$ cat src/design/bhpq_pkg.sv
// ----------------------------------------------------------------------------
// bhpq_pkg
// Shared types, codes and defaults for the binary heap priority queue.
// ----------------------------------------------------------------------------
package bhpq_pkg;

  // Default geometry
  localparam int DEPTH_DEFAULT     = 64;
  localparam int KEY_WIDTH_DEFAULT = 32;

  // Fixed port widths
  localparam int OP_W     = 2;
  localparam int STATUS_W = 2;
  localparam int DATA_W   = 32;
  localparam int COUNT_W  = 7;
  localparam int CAP_W    = 7;
  localparam int CFG_IDX_W = 1;
  localparam int CFG_DATA_W = 7;

  // Operation codes
  localparam logic [OP_W-1:0] OP_OFFER = 2'd0;
  localparam logic [OP_W-1:0] OP_POLL  = 2'd1;
  localparam logic [OP_W-1:0] OP_PEEK  = 2'd2;

  // Status codes
  localparam logic [STATUS_W-1:0] ST_OK    = 2'd0;
  localparam logic [STATUS_W-1:0] ST_FULL  = 2'd1;
  localparam logic [STATUS_W-1:0] ST_EMPTY = 2'd2;

  // Configuration register indexes
  localparam logic [CFG_IDX_W-1:0] CFG_CAPACITY  = 1'd0;
  localparam logic [CFG_IDX_W-1:0] CFG_MAX_FIRST = 1'd1;

  localparam logic [CAP_W-1:0] CAPACITY_RESET = 7'd64;

  // Configuration seen by the engine
  typedef struct packed {
    logic [CAP_W-1:0] capacity;
    logic             max_first;
  } cfg_t;

  // One result transaction
  typedef struct packed {
    logic [STATUS_W-1:0] status;
    logic [DATA_W-1:0]   value;
    logic [COUNT_W-1:0]  count;
  } res_t;

endpackage

$ cat src/design/bhpq_engine.sv
// ----------------------------------------------------------------------------
// bhpq_engine
// Heap store and sequencer. One shared comparator serves sift-up, the
// child-against-child choice and the child-against-moving-entry test of
// sift-down. The store has one write and one registered read port.
// ----------------------------------------------------------------------------
module bhpq_engine import bhpq_pkg::*; #(
  parameter int DEPTH     = DEPTH_DEFAULT,
  parameter int KEY_WIDTH = KEY_WIDTH_DEFAULT
) (
  input  logic              clk,
  input  logic              rst,
  input  cfg_t              cfg,
  input  logic              start,
  input  logic [OP_W-1:0]   op,
  input  logic [DATA_W-1:0] key_in,
  output logic              ready,
  output logic              res_valid,
  output res_t              res,
  input  logic              res_take
);

  localparam int IDX_W = (DEPTH > 1) ? $clog2(DEPTH) : 1;
  localparam int CNT_W = $clog2(DEPTH + 1);
  localparam int CW    = IDX_W + 1;
  localparam int WW    = CNT_W + 1;
  localparam int FW    = (CNT_W > CAP_W) ? CNT_W : CAP_W;

  typedef enum logic [3:0] {
    S_IDLE, S_UP_RD, S_UP_CMP, S_PEEK, S_P_LAST, S_P_MOV,
    S_DN_RD, S_DN_L, S_DN_R, S_DN_CMP, S_DONE
  } state_t;

  state_t               state;
  logic [CNT_W-1:0]     cnt;
  logic [IDX_W-1:0]     idx;
  logic [KEY_WIDTH-1:0] moving;
  logic [KEY_WIDTH-1:0] best;
  logic [IDX_W-1:0]     best_idx;
  logic [STATUS_W-1:0]  res_status;
  logic [DATA_W-1:0]    res_value;

  // Store
  logic [KEY_WIDTH-1:0] heap_mem [DEPTH];
  logic [KEY_WIDTH-1:0] rd_data;
  logic [IDX_W-1:0]     rd_addr;
  logic [IDX_W-1:0]     wr_addr;
  logic [KEY_WIDTH-1:0] wr_data;
  logic                 mem_we;

  // Shared comparator
  logic [KEY_WIDTH-1:0] cmp_a;
  logic [KEY_WIDTH-1:0] cmp_b;
  logic                 beats;

  // Address arithmetic
  logic [IDX_W-1:0] parent;
  logic [CW-1:0]    child_w;
  logic [CW-1:0]    right_w;
  logic [IDX_W-1:0] child_l;
  logic             has_right;
  logic             in_loop;
  logic [CAP_W-1:0] cap_eff;
  logic             full;

  assign parent    = (idx - IDX_W'(1)) >> 1;
  assign child_w   = {idx, 1'b1};
  assign right_w   = child_w + CW'(1);
  assign child_l   = child_w[IDX_W-1:0];
  assign has_right = WW'(right_w) < WW'(cnt);
  assign in_loop   = WW'(idx) < WW'(cnt >> 1);

  // Capacity of zero acts as one, anything above the store saturates
  assign cap_eff = (cfg.capacity == '0) ? CAP_W'(1) : cfg.capacity;
  assign full    = (FW'(cnt) >= FW'(cap_eff)) || (FW'(cnt) >= FW'(DEPTH));

  assign beats = cfg.max_first ? (cmp_a > cmp_b) : (cmp_a < cmp_b);

  // Store ports and comparator operands per step
  always_comb begin
    rd_addr = '0;
    mem_we  = 1'b0;
    wr_addr = idx;
    wr_data = moving;
    cmp_a   = moving;
    cmp_b   = rd_data;
    unique case (state)
      S_UP_RD: begin
        if (idx == '0) begin
          mem_we = 1'b1;
        end else begin
          rd_addr = parent;
        end
      end
      S_UP_CMP: begin
        mem_we  = 1'b1;
        wr_data = beats ? rd_data : moving;
      end
      S_P_LAST: begin
        rd_addr = IDX_W'(cnt);
      end
      S_DN_RD: begin
        if (in_loop) begin
          rd_addr = child_l;
        end else begin
          mem_we = 1'b1;
        end
      end
      S_DN_L: begin
        rd_addr = right_w[IDX_W-1:0];
      end
      S_DN_R: begin
        cmp_a = rd_data;
        cmp_b = best;
      end
      S_DN_CMP: begin
        cmp_a   = best;
        cmp_b   = moving;
        mem_we  = 1'b1;
        wr_data = beats ? best : moving;
      end
      default: begin
      end
    endcase
  end

  always_ff @(posedge clk) begin
    if (mem_we) begin
      heap_mem[wr_addr] <= wr_data;
    end
    rd_data <= heap_mem[rd_addr];
  end

  // Sequencer
  always_ff @(posedge clk) begin
    if (rst) begin
      state <= S_IDLE;
      cnt   <= '0;
    end else begin
      unique case (state)
        S_IDLE: begin
          if (start) begin
            res_status <= ST_OK;
            res_value  <= '0;
            state      <= S_DONE;
            case (op)
              OP_OFFER: begin
                if (full) begin
                  res_status <= ST_FULL;
                end else begin
                  moving <= KEY_WIDTH'(key_in);
                  idx    <= IDX_W'(cnt);
                  cnt    <= cnt + CNT_W'(1);
                  state  <= S_UP_RD;
                end
              end
              OP_POLL: begin
                if (cnt == '0) begin
                  res_status <= ST_EMPTY;
                end else begin
                  cnt   <= cnt - CNT_W'(1);
                  state <= S_P_LAST;
                end
              end
              OP_PEEK: begin
                if (cnt == '0) begin
                  res_status <= ST_EMPTY;
                end else begin
                  state <= S_PEEK;
                end
              end
              default: begin
              end
            endcase
          end
        end
        S_UP_RD: begin
          state <= (idx == '0) ? S_DONE : S_UP_CMP;
        end
        S_UP_CMP: begin
          if (beats) begin
            idx   <= parent;
            state <= S_UP_RD;
          end else begin
            state <= S_DONE;
          end
        end
        S_PEEK: begin
          res_value <= DATA_W'(rd_data);
          state     <= S_DONE;
        end
        S_P_LAST: begin
          res_value <= DATA_W'(rd_data);
          state     <= S_P_MOV;
        end
        S_P_MOV: begin
          moving <= rd_data;
          idx    <= '0;
          state  <= S_DN_RD;
        end
        S_DN_RD: begin
          state <= in_loop ? S_DN_L : S_DONE;
        end
        S_DN_L: begin
          best     <= rd_data;
          best_idx <= child_l;
          state    <= has_right ? S_DN_R : S_DN_CMP;
        end
        S_DN_R: begin
          // right child only when strictly better
          if (beats) begin
            best     <= rd_data;
            best_idx <= right_w[IDX_W-1:0];
          end
          state <= S_DN_CMP;
        end
        S_DN_CMP: begin
          if (beats) begin
            idx   <= best_idx;
            state <= S_DN_RD;
          end else begin
            state <= S_DONE;
          end
        end
        S_DONE: begin
          if (res_take) begin
            state <= S_IDLE;
          end
        end
        default: begin
          state <= S_IDLE;
        end
      endcase
    end
  end

  assign ready      = (state == S_IDLE);
  assign res_valid  = (state == S_DONE);
  assign res.status = res_status;
  assign res.value  = res_value;
  assign res.count  = COUNT_W'(cnt);

  // Checks
  a_cnt_bound: assert property (@(posedge clk) disable iff (rst)
    cnt <= CNT_W'(DEPTH))
    else $error("entry count beyond store depth");

  a_cnt_only_on_start: assert property (@(posedge clk) disable iff (rst)
    !(state == S_IDLE && start) |=> $stable(cnt))
    else $error("entry count moved outside an accepted transaction");

  a_done_holds: assert property (@(posedge clk) disable iff (rst)
    (state == S_DONE && !res_take) |=> state == S_DONE)
    else $error("result dropped before it was taken");

  a_climb_not_root: assert property (@(posedge clk) disable iff (rst)
    state == S_UP_CMP |-> idx != '0)
    else $error("sift-up compare at the root");

endmodule

$ cat src/design/binary_heap_priority_queue.sv
// ----------------------------------------------------------------------------
// binary_heap_priority_queue
// Array binary heap priority queue with offer, poll and peek.
// ----------------------------------------------------------------------------
// One transaction is handled at a time; in_stall is high while it runs. The
// heap store has a single registered read port and every step of sift-up or
// sift-down goes through it and one shared comparator. Full, empty and the
// unused code finish without sifting; peek reads the root; offer writes the
// new entry at the end and climbs while it beats its parent; poll moves the
// last entry to the root and sifts it down, reading the left child, then the
// right child where there is one, and comparing the better child with the
// moving entry. With the output free, the result appears on the output in
// the same cycle as in_stall falls.
// A finished result sits in an output register so the next transaction can
// be accepted while it waits to be taken; a second result that finishes
// while the first still waits holds the input stalled until the first goes.
// ----------------------------------------------------------------------------
module binary_heap_priority_queue import bhpq_pkg::*; #(
  parameter int DEPTH     = DEPTH_DEFAULT,
  parameter int KEY_WIDTH = KEY_WIDTH_DEFAULT
) (
  input  logic                  clk,
  input  logic                  rst,
  // configuration
  input  logic                  cfg_we,
  input  logic [CFG_IDX_W-1:0]  cfg_index,
  input  logic [CFG_DATA_W-1:0] cfg_data,
  // input channel
  input  logic                  in_valid,
  output logic                  in_stall,
  input  logic [OP_W-1:0]       operation,
  input  logic [DATA_W-1:0]     key,
  // output channel
  output logic                  out_valid,
  input  logic                  out_stall,
  output logic [STATUS_W-1:0]   status,
  output logic [DATA_W-1:0]     value,
  output logic [COUNT_W-1:0]    count
);

  cfg_t cfg;
  logic ready;
  logic res_valid;
  res_t res;
  res_t out_res;
  logic res_take;
  logic start;

  // Configuration registers
  always_ff @(posedge clk) begin
    if (rst) begin
      cfg.capacity  <= CAPACITY_RESET;
      cfg.max_first <= 1'b0;
    end else if (cfg_we) begin
      unique case (cfg_index)
        CFG_CAPACITY:  cfg.capacity  <= cfg_data[CAP_W-1:0];
        CFG_MAX_FIRST: cfg.max_first <= cfg_data[0];
        default: begin
        end
      endcase
    end
  end

  assign in_stall = !ready;
  assign start    = in_valid && ready;

  bhpq_engine #(
    .DEPTH     (DEPTH),
    .KEY_WIDTH (KEY_WIDTH)
  ) u_engine (
    .clk       (clk),
    .rst       (rst),
    .cfg       (cfg),
    .start     (start),
    .op        (operation),
    .key_in    (key),
    .ready     (ready),
    .res_valid (res_valid),
    .res       (res),
    .res_take  (res_take)
  );

  // Output register
  assign res_take = res_valid && (!out_valid || !out_stall);

  always_ff @(posedge clk) begin
    if (rst) begin
      out_valid <= 1'b0;
    end else if (res_take) begin
      out_valid <= 1'b1;
    end else if (!out_stall) begin
      out_valid <= 1'b0;
    end
  end

  always_ff @(posedge clk) begin
    if (res_take) begin
      out_res <= res;
    end
  end

  assign status = out_res.status;
  assign value  = out_res.value;
  assign count  = out_res.count;

endmodule

$ cat config.mk
export PLATFORM = sky130hd
export DESIGN_NAME = binary_heap_priority_queue
export DESIGN_NICKNAME = d
export VERILOG_FILES = /design/src/design/bhpq_pkg.sv /design/src/design/bhpq_engine.sv /design/src/design/binary_heap_priority_queue.sv
export SDC_FILE = /design/constraint.sdc
export NUM_CORES = 2
export LEC_CHECK = 0
export BUFFER_PORTS_ARGS = -buffer_cell sky130_fd_sc_hd__buf_2
export CELL_PAD_IN_SITES_DETAIL_PLACEMENT = 1
export CELL_PAD_IN_SITES_GLOBAL_PLACEMENT = 2
export CORE_MARGIN = 1
export CORE_UTILIZATION = 51
export DETAILED_ROUTE_END_ITERATION = 10
export PLACE_DENSITY_LB_ADDON = 0.1
export SYNTH_ARGS = -nofsm -noshare
export SYNTH_HDL_FRONTEND = slang
export SYNTH_SLANG_ARGS = --single-unit
$ cat constraint.sdc
create_clock -name clk -period 10.36 [get_ports clk]
set_input_delay 1.554 -clock clk [delete_from_list [all_inputs] [get_ports clk]]
set_output_delay 1.554 -clock clk [all_outputs]
set_load 0.005 [all_outputs]
* After elaboration in Yosys (flattened, before gate mapping)
Memory sizes are Yosys's and may differ from the RTL's. A register that Yosys moved wholly into a read port is not among the register bits.
Cells that the tools add are included.
** Word-level totals
- Bits of input ports :: 47
- Output and inout bits :: 43
- Memories :: 1
- Bits in writable memories :: 2048
- Flip-flop bits (word level) :: 171
- Word-level logic and storage cells :: 129
** Cells by class
- Add/sub/neg operators :: 4
- Bitwise gates (word level) :: 2
- Eq/ne operators :: 22
- Reduce and logical (&&, ||, !) cells :: 29
- Mux-type cells :: 51
- Order comparisons :: 6
** Memories
- u_engine.heap_mem :: words 64, width 32, rd ports 1, clocked after memory_dff 1, wr ports 1, RTL line bhpq_engine.sv:44 : logic [KEY_WIDTH-1:0] heap_mem [DEPTH];
** Operators by type and width (count)
- 32-bit one-hot mux with 2 select lines :: 6
- 32-bit two-way mux :: 7
- 6-bit one-hot mux with 4 select lines :: 2
- 4-bit one-hot mux with 11 select lines :: 1
- 6-bit two-way mux :: 7
- 4-bit two-way mux :: 9
- 32-bit greater-than comparator :: 1
- 32-bit less-than comparator :: 1
- 7-bit two-way mux :: 3
- 4-bit by 3-bit == test with 1-bit output (second input constant) :: 4
- 7-bit by 1-bit adder with 7-bit output (second input constant) :: 2
- 7-bit zero test :: 2
- 2-bit by 1-bit != test with 1-bit output (second input constant) :: 7
- 7-bit one-hot mux with 2 select lines :: 1
- 4-bit == test (second input constant) :: 3
- 4-bit one-hot mux with 3 select lines :: 1
- 6-bit one-hot mux with 2 select lines :: 1
- 5-bit AND reduction :: 2
- 1-bit two-way mux :: 9
- 3-bit AND reduction :: 3
- 4-bit by 2-bit == test with 1-bit output (second input constant) :: 2
- 2-bit nonzero test :: 4
- 7-bit >= comparator :: 1
- 7-bit >= comparator (second input constant) :: 1
- other kinds (23) :: 34

* Longest topological paths before layout
- Depth in word-level cells :: 8
- Depth in mapped cells :: 18
- Depth with buffers taken out :: 13

* Modules after synthesis
Synthesis repeated with hierarchy kept, for this count alone.
** Unflattened totals
- Cell total of the unflattened synthesis :: 4423
- Area total of the unflattened synthesis :: 88597.5 um2
** By module, submodules not included
- bhpq_engine :: times used 1, area each 86973.4 um2, cells each 4342, seq. area each 65663.0 um2
- binary_heap_priority_queue :: times used 1, area each 1624.1 um2, cells each 81, seq. area each 1411.4 um2

* Least setup slack after synthesis
OpenSTA, ideal clock, no wires.
- Path type :: register to register
- From :: register u_engine.state[0]
- To :: register u_engine.best[0] (enable)
- Arrival :: 5.789 ns
- Buffers on the path :: 6
- Cell stages (with the launch flop) :: 18
- Setup time :: 0.447 ns
- Setup slack :: 4.124 ns
- Cells stage by stage :: dfxtp_1 > buf_2 > clkbuf_1 > clkbuf_1 > clkbuf_1 > mux2i_1 > o21ai_0 > ha_1 > a21o_1 > a21o_1 > a21oi_1 > o21ai_0 > a21oi_1 > o211a_1 > clkbuf_1 > mux2_2 > clkbuf_1 > o22ai_1
** On the way
- Cells in the longest elaborated chain, start to end :: 6
- Elaborated cells on any way between the ends :: 11
- Classes of those cells :: 2 x order compare; 4 x eq/ne; 3 x mux; 2 x reduce/logical
** RTL lines
- start, declared :: RTL line bhpq_engine.sv:34 : state_t state;
- start signal, assigned :: RTL line bhpq_engine.sv:178 : state <= (idx == '0) ? S_DONE : S_UP_CMP;
- start signal, assigned :: RTL line bhpq_engine.sv:202 : state <= in_loop ? S_DN_L : S_DONE;
- start signal, assigned :: RTL line bhpq_engine.sv:207 : state <= has_right ? S_DN_R : S_DN_CMP;
- 4-bit == test (on tied branches) :: RTL line bhpq_engine.sv:87, bhpq_engine.sv:140
- 32-bit one-hot mux with 2 select lines :: RTL line bhpq_engine.sv:87 : unique case (state)
- 32-bit less-than comparator or 32-bit greater-than comparator (tied branches) :: RTL line bhpq_engine.sv:77 : assign beats = cfg.max_first ? (cmp_a > cmp_b) : (cmp_a < cmp_b);
- 1-bit two-way mux :: RTL line bhpq_engine.sv:77
- 2-bit by 1-bit != test with 1-bit output (no source line)
- 3-bit AND reduction (no source line) *
- end signal, assigned :: RTL line bhpq_engine.sv:205 : best <= rd_data;
- end signal, assigned :: RTL line bhpq_engine.sv:212 : best <= rd_data;
- end, declared :: RTL line bhpq_engine.sv:38 : logic [KEY_WIDTH-1:0] best;
Every way passes the cells marked *; elsewhere a longest branch is shown, timed or not.
A chain may end at the register's enable or synchronous reset.

* Worst setup path after layout
- From :: register u_engine.state[2]
- To :: memory u_engine.heap_mem[32][25] (netlist name) (data pin)
** On the way
- Cells in the longest elaborated chain, start to end :: 6
- Elaborated cells on any way between the ends :: 11
- Classes of those cells :: 2 x order compare; 3 x eq/ne; 6 x mux
** RTL lines
- 4-bit == test :: RTL line bhpq_engine.sv:87
- 32-bit one-hot mux with 2 select lines :: RTL line bhpq_engine.sv:87
- 32-bit less-than comparator or 32-bit greater-than comparator (tied branches) :: RTL line bhpq_engine.sv:77
- 1-bit two-way mux :: RTL line bhpq_engine.sv:77
- 32-bit two-way mux (on tied branches) :: RTL line bhpq_engine.sv:120, bhpq_engine.sv:97
- 32-bit one-hot mux with 2 select lines * :: RTL line bhpq_engine.sv:87
- named net u_engine.wr_data[25] :: RTL line bhpq_engine.sv:48 : logic [KEY_WIDTH-1:0] wr_data;
- end, declared :: RTL line bhpq_engine.sv:44
The timed path passes the listed nets; every way through them passes the cells marked *.

==> impl_metrics.toml <==
[outcome]
status = "complete, no violations"

[route]
wirelength_mm = 313
ant_nets = 0
dr.max_layer_used = "met4"
wl_met2_mm = 143
drt_pass1_iterations = 9
vias = 57721
routedWlPerCell_um = 37.5
wl_met3_mm = 33.4
wirelength_met1_mm = 123
drc = 0
drt-vias-per-instance = 6.92
drt_iter0_markers = 7462

[sta]
period_needed_ns = 6.65
drv_slew = 0
relSlewSlack_pct = 15.9
rsz0062_at_grt = "false"
max_freq_mhz = 150
worst_pin_slew_ns = 1.26
period_share_pct = 64.1
setup_viol = 0
hold_violations = 0
worst_clock_skew_ns = 0.0429
setup_tns_ns = 0

[clock_tree]
cts_resized = 0
cts_tree = "done"
holdBufCountCts = 0
cts-root-buf = "clkbuf_16"
post_cts_buffers = 0
cts_max_level = 4
clk_latency_ns = 0.89
cts.sinks = 2251
clk_path_buf_depth = 3
path_clk_slew_ns = 0.06
cts_buffers = 227

[setup_path]
timing.rr.start = "u_engine.state[2]$_SDFFE_PP0P_"
startpoint_type = "flop"
reg2reg_slack_ns = 3.71
worstPathRequired_ns = 10.93
crit_family = "simple AND/OR/NAND/NOR gates"
cp_cell_sequence = "nor2_1 > nand2_4 > buf_4 > o21ai_0 > ha_1 > nand4_1 > nor4_1 > nand4_1 > or4_1 > o211ai_1 > mux2_4 > buf_4 > o2bb2ai_4 > buf_4"
critPathCaptureType = "flop"
slowest_delay_ns = 0.82
cp_common_cell = "buf_4"
ff2ff_path_depth = 14
crit_type = "reg2reg"
worst_r2r_endpoint = "u_engine.heap_mem[32][25]$_DFFE_PP_"
arrival_ns = 7.21
path_buf_inv = 3
slowest_stage = "buf_4"
crit_fanout = 120

[synthesis]
synth_top_family_by_area = "compound AO/OA/AOI/OAI gates"
synth_most_common_cell = "edfxtp_1"
yosysUniqueCellTypes = 76
synth_edf_count = 2199
syn_area_per_cell_um2 = 15.9
synth_area_mm2 = 0.0918
synth.area.top_cells = "edfxtp_1, mux4_2, a211oi_1, nand3_1, o21ai_0"
synthAdderAreaFrac_pct = 0.880
synth_xor_area_share_pct = 0.181
seq_area_frac_synth_pct = 73.0
synth_seq_cells = 2251
synth_warnings = 0
ys_async_sr_fraction_pct = 0
synthCells = 5766
syn_nets = 5877
synthFlopType = "edfxtp_1"
yosysTopAreaCellShare_pct = 71.9
synth_commonest_cells = "edfxtp_1, nand3_1, o21ai_0"
yosysTopAreaCell = "edfxtp_1"
synth_simple_gate_area_share_pct = 6.58
synth_compound_area_share_pct = 8.99
synthMuxAreaShare_pct = 8.09

[hold_path]
worst_hold_path.endpoint = "value[15]$_DFFE_PP_"
hp-class = "reg2reg"
hold_start = "u_engine.res_value[15]$_SDFFCE_PN0P_"
whs_path_depth = 0

[global_routing]
grt_first_pass_wirelength_mm = 437
grt_pass1_vias = 57255
antenna_found_initial = 5
grt.overflow.total = 0
track_usage_pct = 34.3
grt_max_degree = 198

[cells_and_area]
final-seq-area_mm2 = 0.0671
area_growth_pct = 12.4
stdcell_count = 8345
drive_gt1_share_pct = 16.9
fillCellCount = 16111
multi_input_area_mm2 = 0.0240
nets = 5897
final_util_pct = 57.8

[die]
dieArea_mm2 = 0.182
core_area_mm2 = 0.179
num_rows = 155
die_y_um = 426
ios = 90
start_util_pct = 51.4
die_x_um = 426

[run]
drv_cap = 0

[power_and_ir_drop]
power.density_mw_per_mm2 = 236
leakage_nw = 33.5
ir_drop_v = 0.000247
power_w = 0.0244

[placed_design]
finalWeightedCongestion = 0.826
dp.cells = 7912
hpwl_mm = 157
port-buffer-count = 89
-- routing by layer --
layer,vias up,global-route usage [%]
met4,0,13.2
met2,3238,52.9
met5,-,0
li1,23278,-
met1,30585,47.7
met3,620,7.73
-- registers in the layout (all words and copies together), names as in the netlist --
signal               cells
out_valid                1
u_engine.state           4
u_engine.cnt             7
u_engine.res_status      2
u_engine.res_value      32
cfg                      8
count                    7
value                   32
u_engine.heap_mem     2048
u_engine.idx             6
u_engine.best_idx        6
u_engine.rd_data        32
status                   2
u_engine.best           32
u_engine.moving         32
-- worst register-to-register path, stage by stage (launching register included) --
cell and delay [ns]:
dfxtp_1 0.69, nor2_1 0.28, nand2_4 0.20, buf_4 0.82
o21ai_0 0.28, ha_1 0.35, nand4_1 0.19, nor4_1 0.52
nand4_1 0.21, or4_1 0.64, o211ai_1 0.14, mux2_4 0.46
buf_4 0.67, o2bb2ai_4 0.29, buf_4 0.53
-- placed cells by master (no fill, tap or decap), drive strengths merged, types with 32 or more instances in the layout --
master,count
clkinv,94
o2bb2ai,32
nand4b,32
ha,63
mux2i,200
a22oi,98
nand2,323
and2,38
a211oi,386
clkbuf,316
o21ai,437
or4,34
edfxtp,2199
nand4,40
mux4,192
a31oi,34
o22ai,34
dfxtp,52
nand3,500
o41ai,66
and4,36
nor2,155
buf,251
a222oi,32
a21oi,63
mux2,98
-- worst max path at each step --
stage	cells after the start	from	slack [ns]	end
after floorplan	17	u_engine.state[0]$_SDFFE_PP0P_	4.12	u_engine.best[0]$_DFFE_PP_
after global placement	14	u_engine.state[2]$_SDFFE_PP0P_	3.92	u_engine.heap_mem[46][15]$_DFFE_PP_
after detailed placement	14	u_engine.state[2]$_SDFFE_PP0P_	3.76	u_engine.heap_mem[24][25]$_DFFE_PP_
after global routing	14	u_engine.state[2]$_SDFFE_PP0P_	3.31	u_engine.heap_mem[45][31]$_DFFE_PP_
after CTS	14	u_engine.state[2]$_SDFFE_PP0P_	3.75	u_engine.heap_mem[35][10]$_DFFE_PP_
final	14	u_engine.state[2]$_SDFFE_PP0P_	3.71	u_engine.heap_mem[32][25]$_DFFE_PP_
-- where the power goes --
part / total [W] / internal [W] / switching (W) / leakage, nW
Sequential: 0.0115 / 0.0112 / 0.000393 / 20.2
Clock: 0.00810 / 0.00460 / 0.00350 / 3.59
Combinational: 0.00473 / 0.00132 / 0.00341 / 9.63
-- kinds of logic (layout without fill, tap and decap cells) --
logic type               Yosys count  after routing
XOR/XNOR                          19             19
flip-flops                      2251           2251
multiplexers                     490            490
other                              0              3
buffers and inverters            487            708
AO/OA/AOI/OAI                   1240           1240
AND/OR/NAND/NOR                 1215           1215
adder cells (fa/ha/maj)           64             64
-- through the flow --
| step | setup slack (ns) | hold WS (ns) | cell area, µm² |
|---|---|---|---|
| floorplan | 4.12 | 0.400 | 91800 |
| global placement | 3.92 | 0.401 | 95900 |
| detailed placement | 3.76 | 0.406 | 95900 |
| CTS | 3.75 | 0.419 | 103000 |
| global route | 3.31 | 0.428 | 103000 |
| finish | 3.71 | 0.418 | 103000 |
-- layout make-up --
type,instances,share of cell area [%]
flip-flops and latches,2251,65.0
multi-input cells,3028,23.3
clock buffers,316,6.18
well taps,2355,2.85
repair buffers,251,1.73
clock inverters,114,0.888
inverters,27,0.0982
diodes,3,0.00727
(Power assumes the default switching activity.)
